**src/fcr_pkg.sv**
```systemverilog
`timescale 1ns / 1ps
`default_nettype none

package fcr_pkg;

  // default radicand width
  localparam int RADICAND_BITS_DEFAULT = 32;

  // width of the root field on the port
  localparam int ROOT_WIDTH = 11;

  // one root bit per three radicand bits, rounded up
  localparam int ROOT_BITS_DEFAULT = (RADICAND_BITS_DEFAULT + 2) / 3;

endpackage

`default_nettype wire

```
**src/floor_cube_root_core.sv**
```systemverilog
`timescale 1ns / 1ps
`default_nettype none

// floor cube root: takes one unsigned radicand per word and returns the largest
// integer r with r*r*r not above it, exact for every input (perfect cubes included).
// the work runs down a row of ceil(RADICAND_BITS/3) cells, one root bit per cell,
// each cell registering its result, and a new radicand can enter in every cycle
// while the output is not held. the last cell is the output register; while it
// holds a word that root_stall refuses, the whole row freezes and radicand_stall
// is raised. if the parameter makes the root wider than the root port, the port
// carries its low bits.

module floor_cube_root_core #(
  parameter int RADICAND_BITS = fcr_pkg::RADICAND_BITS_DEFAULT
) (
  input  wire logic                     clk,
  input  wire logic                     rst,
  input  wire logic                     radicand_valid,
  output logic                          radicand_stall,
  input  wire logic [RADICAND_BITS-1:0] radicand,
  output logic                          root_valid,
  input  wire logic                     root_stall,
  output logic [fcr_pkg::ROOT_WIDTH-1:0] root
);

  // cells in the row, one per root bit
  localparam int RootBits = (RADICAND_BITS + 2) / 3;
  localparam int SqBits   = 2 * RootBits;
  localparam int RemBits  = 3 * RootBits;
  localparam int ExtBits  = RootBits + fcr_pkg::ROOT_WIDTH;

  // stage 0 is the incoming word, stage RootBits the output register
  logic [RootBits:0]  valid_v;
  logic [RootBits-1:0] y_s   [0:RootBits];
  logic [SqBits-1:0]   ysq_s [0:RootBits];
  logic [RemBits-1:0]  rem_s [0:RootBits];

  logic en;
  logic [ExtBits-1:0] root_ext;

  // the row moves unless a finished word is held by the consumer
  assign en             = !(valid_v[RootBits] && root_stall);
  assign radicand_stall = !en;

  // partial root and its square start at zero, remainder is the radicand
  assign valid_v[0] = radicand_valid;
  assign y_s[0]     = '0;
  assign ysq_s[0]   = '0;
  assign rem_s[0]   = RemBits'(radicand);

  for (genvar k = 0; k < RootBits; k++) begin : g_cell
    fcr_cell #(
      .RootBits (RootBits),
      .Stage    (k)
    ) u_cell (
      .clk        (clk),
      .rst        (rst),
      .en         (en),
      .prev_valid (valid_v[k]),
      .prev_y     (y_s[k]),
      .prev_ysq   (ysq_s[k]),
      .prev_rem   (rem_s[k]),
      .valid      (valid_v[k+1]),
      .y          (y_s[k+1]),
      .ysq        (ysq_s[k+1]),
      .rem        (rem_s[k+1])
    );
  end

  // root port carries the low bits of the full root
  assign root_ext   = ExtBits'(y_s[RootBits]);
  assign root       = root_ext[fcr_pkg::ROOT_WIDTH-1:0];
  assign root_valid = valid_v[RootBits];

  // an accepted radicand lands in the first cell
  a_enter: assert property (@(posedge clk) disable iff (rst)
    (radicand_valid && !radicand_stall) |=> valid_v[1])
    else $error("floor_cube_root_core: accepted word lost at entry");

  // a held output freezes every cell
  a_freeze: assert property (@(posedge clk) disable iff (rst)
    (root_valid && root_stall) |=> $stable(valid_v[RootBits:1]))
    else $error("floor_cube_root_core: row moved while output held");

endmodule

`default_nettype wire

```
**src/fcr_cell.sv**
```systemverilog
`timescale 1ns / 1ps
`default_nettype none

module fcr_cell #(
  parameter int RootBits = fcr_pkg::ROOT_BITS_DEFAULT,
  parameter int Stage    = 0
) (
  input  wire logic                  clk,
  input  wire logic                  rst,
  input  wire logic                  en,
  input  wire logic                  prev_valid,
  input  wire logic [RootBits-1:0]   prev_y,
  input  wire logic [2*RootBits-1:0] prev_ysq,
  input  wire logic [3*RootBits-1:0] prev_rem,
  output logic                       valid,
  output logic [RootBits-1:0]        y,
  output logic [2*RootBits-1:0]      ysq,
  output logic [3*RootBits-1:0]      rem
);

  localparam int SqBits   = 2 * RootBits;
  localparam int RemBits  = 3 * RootBits;
  localparam int WideBits = RemBits + 4;
  localparam int Shift    = 3 * (RootBits - 1 - Stage);

  logic [WideBits-1:0] rem_w;
  logic [WideBits-1:0] y_w;
  logic [WideBits-1:0] ysq_w;
  logic [WideBits-1:0] bound;
  logic [WideBits-1:0] top;
  logic [WideBits-1:0] sub;
  logic                take;

  logic [RootBits-1:0] y_next;
  logic [SqBits-1:0]   ysq_next;
  logic [RemBits-1:0]  rem_next;

  assign rem_w = WideBits'(prev_rem);
  assign y_w   = WideBits'(prev_y);
  assign ysq_w = WideBits'(prev_ysq);

  // 3*(2y)*(2y+1)+1 = 12*y^2 + 6*y + 1, shifts and adds only
  assign bound = (ysq_w << 3) + (ysq_w << 2) + (y_w << 2) + (y_w << 1) + WideBits'(1);
  assign top   = rem_w >> Shift;
  assign take  = top >= bound;
  assign sub   = rem_w - (bound << Shift);

  always_comb begin
    if (take) begin
      y_next   = RootBits'((y_w << 1) | WideBits'(1));
      ysq_next = SqBits'((ysq_w << 2) + (y_w << 2) + WideBits'(1));
      rem_next = RemBits'(sub);
    end else begin
      y_next   = RootBits'(y_w << 1);
      ysq_next = SqBits'(ysq_w << 2);
      rem_next = prev_rem;
    end
  end

  always_ff @(posedge clk) begin
    if (rst) begin
      valid <= 1'b0;
    end else if (en) begin
      valid <= prev_valid;
    end
  end

  always_ff @(posedge clk) begin
    if (en) begin
      y   <= y_next;
      ysq <= ysq_next;
      rem <= rem_next;
    end
  end

  // invariant checks
  logic [WideBits-1:0] chk_y;
  logic [WideBits-1:0] chk_sq;
  logic [WideBits-1:0] chk_top;
  logic [WideBits-1:0] chk_lim;

  assign chk_y   = WideBits'(y);
  assign chk_sq  = WideBits'(ysq);
  assign chk_top = WideBits'(rem) >> Shift;
  assign chk_lim = (chk_sq << 1) + chk_sq + (chk_y << 1) + chk_y;

  // square tracker stays the square of the partial root
  a_square: assert property (@(posedge clk) disable iff (rst)
    valid |-> chk_sq == chk_y * chk_y)
    else $error("fcr_cell: square tracker out of step");

  // remainder is below the gap to the next cube
  a_remainder: assert property (@(posedge clk) disable iff (rst)
    valid |-> chk_top <= chk_lim)
    else $error("fcr_cell: remainder not reduced");

endmodule

`default_nettype wire

```
**config.mk**
```make
export PLATFORM = sky130hd
export DESIGN_NAME = floor_cube_root_core
export DESIGN_NICKNAME = d
export VERILOG_FILES = /design/src/fcr_pkg.sv /design/src/floor_cube_root_core.sv /design/src/fcr_cell.sv
export SDC_FILE = /design/constraint.sdc
export NUM_CORES = 2
export LEC_CHECK = 0
export BUFFER_PORTS_ARGS = -buffer_cell sky130_fd_sc_hd__buf_2
export CAP_MARGIN = 20
export CORE_ASPECT_RATIO = 0.6
export CORE_MARGIN = 3
export CORE_UTILIZATION = 65
export DETAILED_ROUTE_END_ITERATION = 6
export GPL_TIMING_DRIVEN = 0
export PLACE_DENSITY = 0.92
export SYNTH_ARGS = -nofsm -noshare
export SYNTH_HDL_FRONTEND = slang
export SYNTH_SLANG_ARGS = --single-unit
```
**constraint.sdc**
```tcl
create_clock -name clk -period 25.5 [get_ports clk]
set_clock_uncertainty 0.2 [all_clocks]
set_input_delay 5.1 -clock clk [delete_from_list [all_inputs] [get_ports clk]]
set_output_delay 5.1 -clock clk [all_outputs]
set_load 0.05 [all_outputs]
```
==> run summary <==
The flow ran to the end, and the final reports show no timing, DRC or antenna violations. The via count of the routed design is around 27000. The actual slew at the worst max-slew pin is between 1000 and 1500 ps. The remaining global-route overflow came out at 0. The total setup buffers inserted after CTS is 0. Pin placement for this block handled 49 I/O pins.

The clock insertion delay at the later pin of the skew report is roughly 620 ps. The number of synthesized flops with an enable pin is ~520. Entering global routing, the biggest net connects between 70 and 80 pins. The worst setup slack after placement came out at 14190 ps. Counting flops and latches in the post-synthesis netlist gives 533. The number of global-route vias before repair came to 26500. The total number of yosys warnings is 0. The share of synthesized registers carrying an async set or reset is 0%. The first detailed-routing pass took 6 iterations. The clock drives ~530 sinks. The number of cell rows came out at 67.

Setup slack on the critical path of the routed design comes to 14190 ps. Counting cells, the worst reg-to-reg path comes to 24. The number of instances resized during post-cts repair came out at 0. Counting every instance in the synthesized netlist gives between 3000 and 4000. After detailed routing, the number of vias per cell comes to 6.38. The number of pins exceeding their max-slew limit in the final report came out at 0.

The area share of the largest cell type after synthesis came out at between 40% and 50%. The total of buffers placed on input and output ports came out at 48. In the post-synthesis netlist, the biggest area contributors are sky130_fd_sc_hd__edfxtp_1 42%, sky130_fd_sc_hd__ha_1 18%, sky130_fd_sc_hd__xnor2_1 5.0%, sky130_fd_sc_hd__fa_1 4.9%, sky130_fd_sc_hd__a21oi_1 3.8%. The routing usage on met1 is a little under half. For this configuration, the core starts out at a cell density of 66.6%.

Counting distinct cell types in the post-synthesis netlist gives 75. For this run, the leading register cell type out of synthesis is sky130_fd_sc_hd__edfxtp_1. The initial antenna violation count is 5.

The capturing element type of the critical path is a primary output. The cell at the root of the clock tree is sky130_fd_sc_hd__clkbuf_16. The sequential cell area fraction in the yosys report is between 40% and 50%.

The top fanout value on the critical path is 10. The floorplan step defined a die boundary enclosing about 0.061 sq mm. The wire length per cell came out at roughly 21 um. The CTS buffer count came out at 52. Setup repair after global routing left no endpoint under its margin. The routability congestion estimate from global placement is between 0.9 and 1. The signal arrival time at the worst endpoint came out at 6010 ps. The synthesized design spends more area on one cell type than any other, namely sky130_fd_sc_hd__edfxtp_1. Counting along the longest clock path gives a buffer depth of 3. Summed over all layers, the routed wires come to approximately 91 mm. TritonCTS built the clock tree. The most frequent standard cell in the layout excluding fill and tap cells is sky130_fd_sc_hd__ha_1. The number of failing setup endpoints in the final timing report is 0.

The global-route track usage on met2 is 39.9%. The upper clock frequency limit is 88.4 MHz. The final worst-path cycle share is 44.4%.

The smallest clock period supported by the final layout is computed as around 11000 ps. The count of nets left with antenna violations after detail routing came out at 0. The final hold violation count is 0. The number of cells traversed by the worst hold path is 0. The most used routing layer is met1. The share of layout cells above drive strength 1 came out at ~7.3%. The H-tree level count came out at 2. The half-perimeter wire length after detailed placement is 70.4 mm. The violation count after the first detailed-routing iteration came out at 3788. From bottom edge to top edge, the die measures just under 200 um. The first-pass GRT wire length is 144 mm.

The number of nets handed over by synthesis was 4021. Buffers inserted to repair hold after CTS numbered 0. The overall fraction of global-route tracks in use came out at roughly 30%. The worst slew margin relative to its limit came out at 24.9%.

The endpoint required time on the critical path is around 20000 ps. The mapped netlist covers 0.0377 sq mm. The core box area is approximately 0.057 sq mm.

From synthesis to final layout, the design area changed by 8.55%. The tightest min-delay check is of the register to register type. The setup path with the least slack is of type primary input to primary output. In the layout the commonest cells are 531 x sky130_fd_sc_hd__ha_1, 522 x sky130_fd_sc_hd__edfxtp_1, 285 x sky130_fd_sc_hd__a21oi_1. The met3 demand-to-capacity share in global routing came out at 11.1%. At the end of the flow, the number of nets in the layout was around 4100. The clock transition at the registers of the reported paths came out at 70 ps. STA classifies the critical path startpoint as a primary input.

The number of remaining DRC errors is 0. In this run the horizontal extent of the chip is around 320 um. Max-cap violations in this run came to 0.

A synthesized cell averages approximately 11 sq um.
==> routing by layer <==
layer | vias up | routed length, um
met5 | - | 19
met4 | 4 | 1430
met3 | 172 | 14000
met2 | 1590 | 34800
met1 | 12900 | 40900
li1 | 12600 | -
==> path summary, 6_finish.rpt <==
kind | startpoint | end | slack [ps]
max | root_stall | radicand_stall | 14190
min | g_cell[2].u_cell.rem[20] | g_cell[3].u_cell.rem[20] | 210
max reg2reg | g_cell[6].u_cell.ysq[2] | g_cell[7].u_cell.ysq[4] | 16900
min reg2reg | g_cell[2].u_cell.rem[20] | g_cell[3].u_cell.rem[20] | 210
==> metrics by stage <==
step / cell area (sq um) / instances / util [%] / setup TNS [ps] / hold slack, ps
after floorplan: 37700 / 3362 / - / 0 / 200
after global placement: 38900 / 4169 / 68.7 / -259150 / 200
after detailed placement: 39100 / 4177 / 69.1 / 0 / 205
after CTS: 40900 / 4274 / 72.3 / 0 / 214
after global routing: 40900 / 4276 / 72.3 / 0 / 217
final: 40900 / 4279 / 72.3 / 0 / 215
==> sequential cells by signal, indices dropped and copies added (netlist names) <==
register and flops:
g_cell.u_cell.valid 11, g_cell.u_cell.ysq 126, g_cell.u_cell.rem 330, g_cell.u_cell.y 66
==> logic make-up after synthesis <==
logic type | count (synthesis) | synth area share, %
AO/OA/AOI/OAI | 790 | 13.1
XOR/XNOR | 335 | 7.78
adder cells (fa/ha/maj) | 623 | 22.5
buffers and inverters | 301 | 3.06
flip-flops | 533 | 42.2
multiplexers | 77 | 2.29
other | 1 | 0.00995
AND/OR/NAND/NOR | 702 | 9.03
==> critical path, stage by stage <==
cell	delay [ps]
sky130_fd_sc_hd__buf_2	70
sky130_fd_sc_hd__nand2_1	70
sky130_fd_sc_hd__inv_1	90
sky130_fd_sc_hd__clkbuf_1	330
sky130_fd_sc_hd__buf_2	340
==> synth_stat cells (all sizes together) (5+ instances only) <==
library cell and instances:
and3 37, nand4 38, nor2b 36, a211oi 20, nor2 178, a211o 9, a41oi 5, or3 11
a221oi 6, nor4 10, xnor2 215, or4 7, o21a 34, a221o 5, a21o 106, nand3 57
xor2 120, clkbuf 42, and4 6, dfxtp 11, buf 6, inv 251, nor3 45, nand2 188
o21ai 150, a31oi 31, edfxtp 522, o31ai 16, a21boi 5, nor3b 5, o211ai 14, mux2 75
or2 16, and2 22, o21bai 44, nand2b 35, a21oi 285, fa 92, ha 531, a31o 7
==> cell type report <==
class,instances,area (sq um)
sequential,533,15900
timing repair buffer,58,473
fill,3649,15700
multi-input combinational,2528,20600
antenna,3,7.51
clock buffer,63,1410
tap,759,950
buffer,48,209
clock inverter,34,374
inverter,253,950
Power is not shown: default switching activity piles up to over one toggle a cycle in this logic, so the estimate is an artifact.
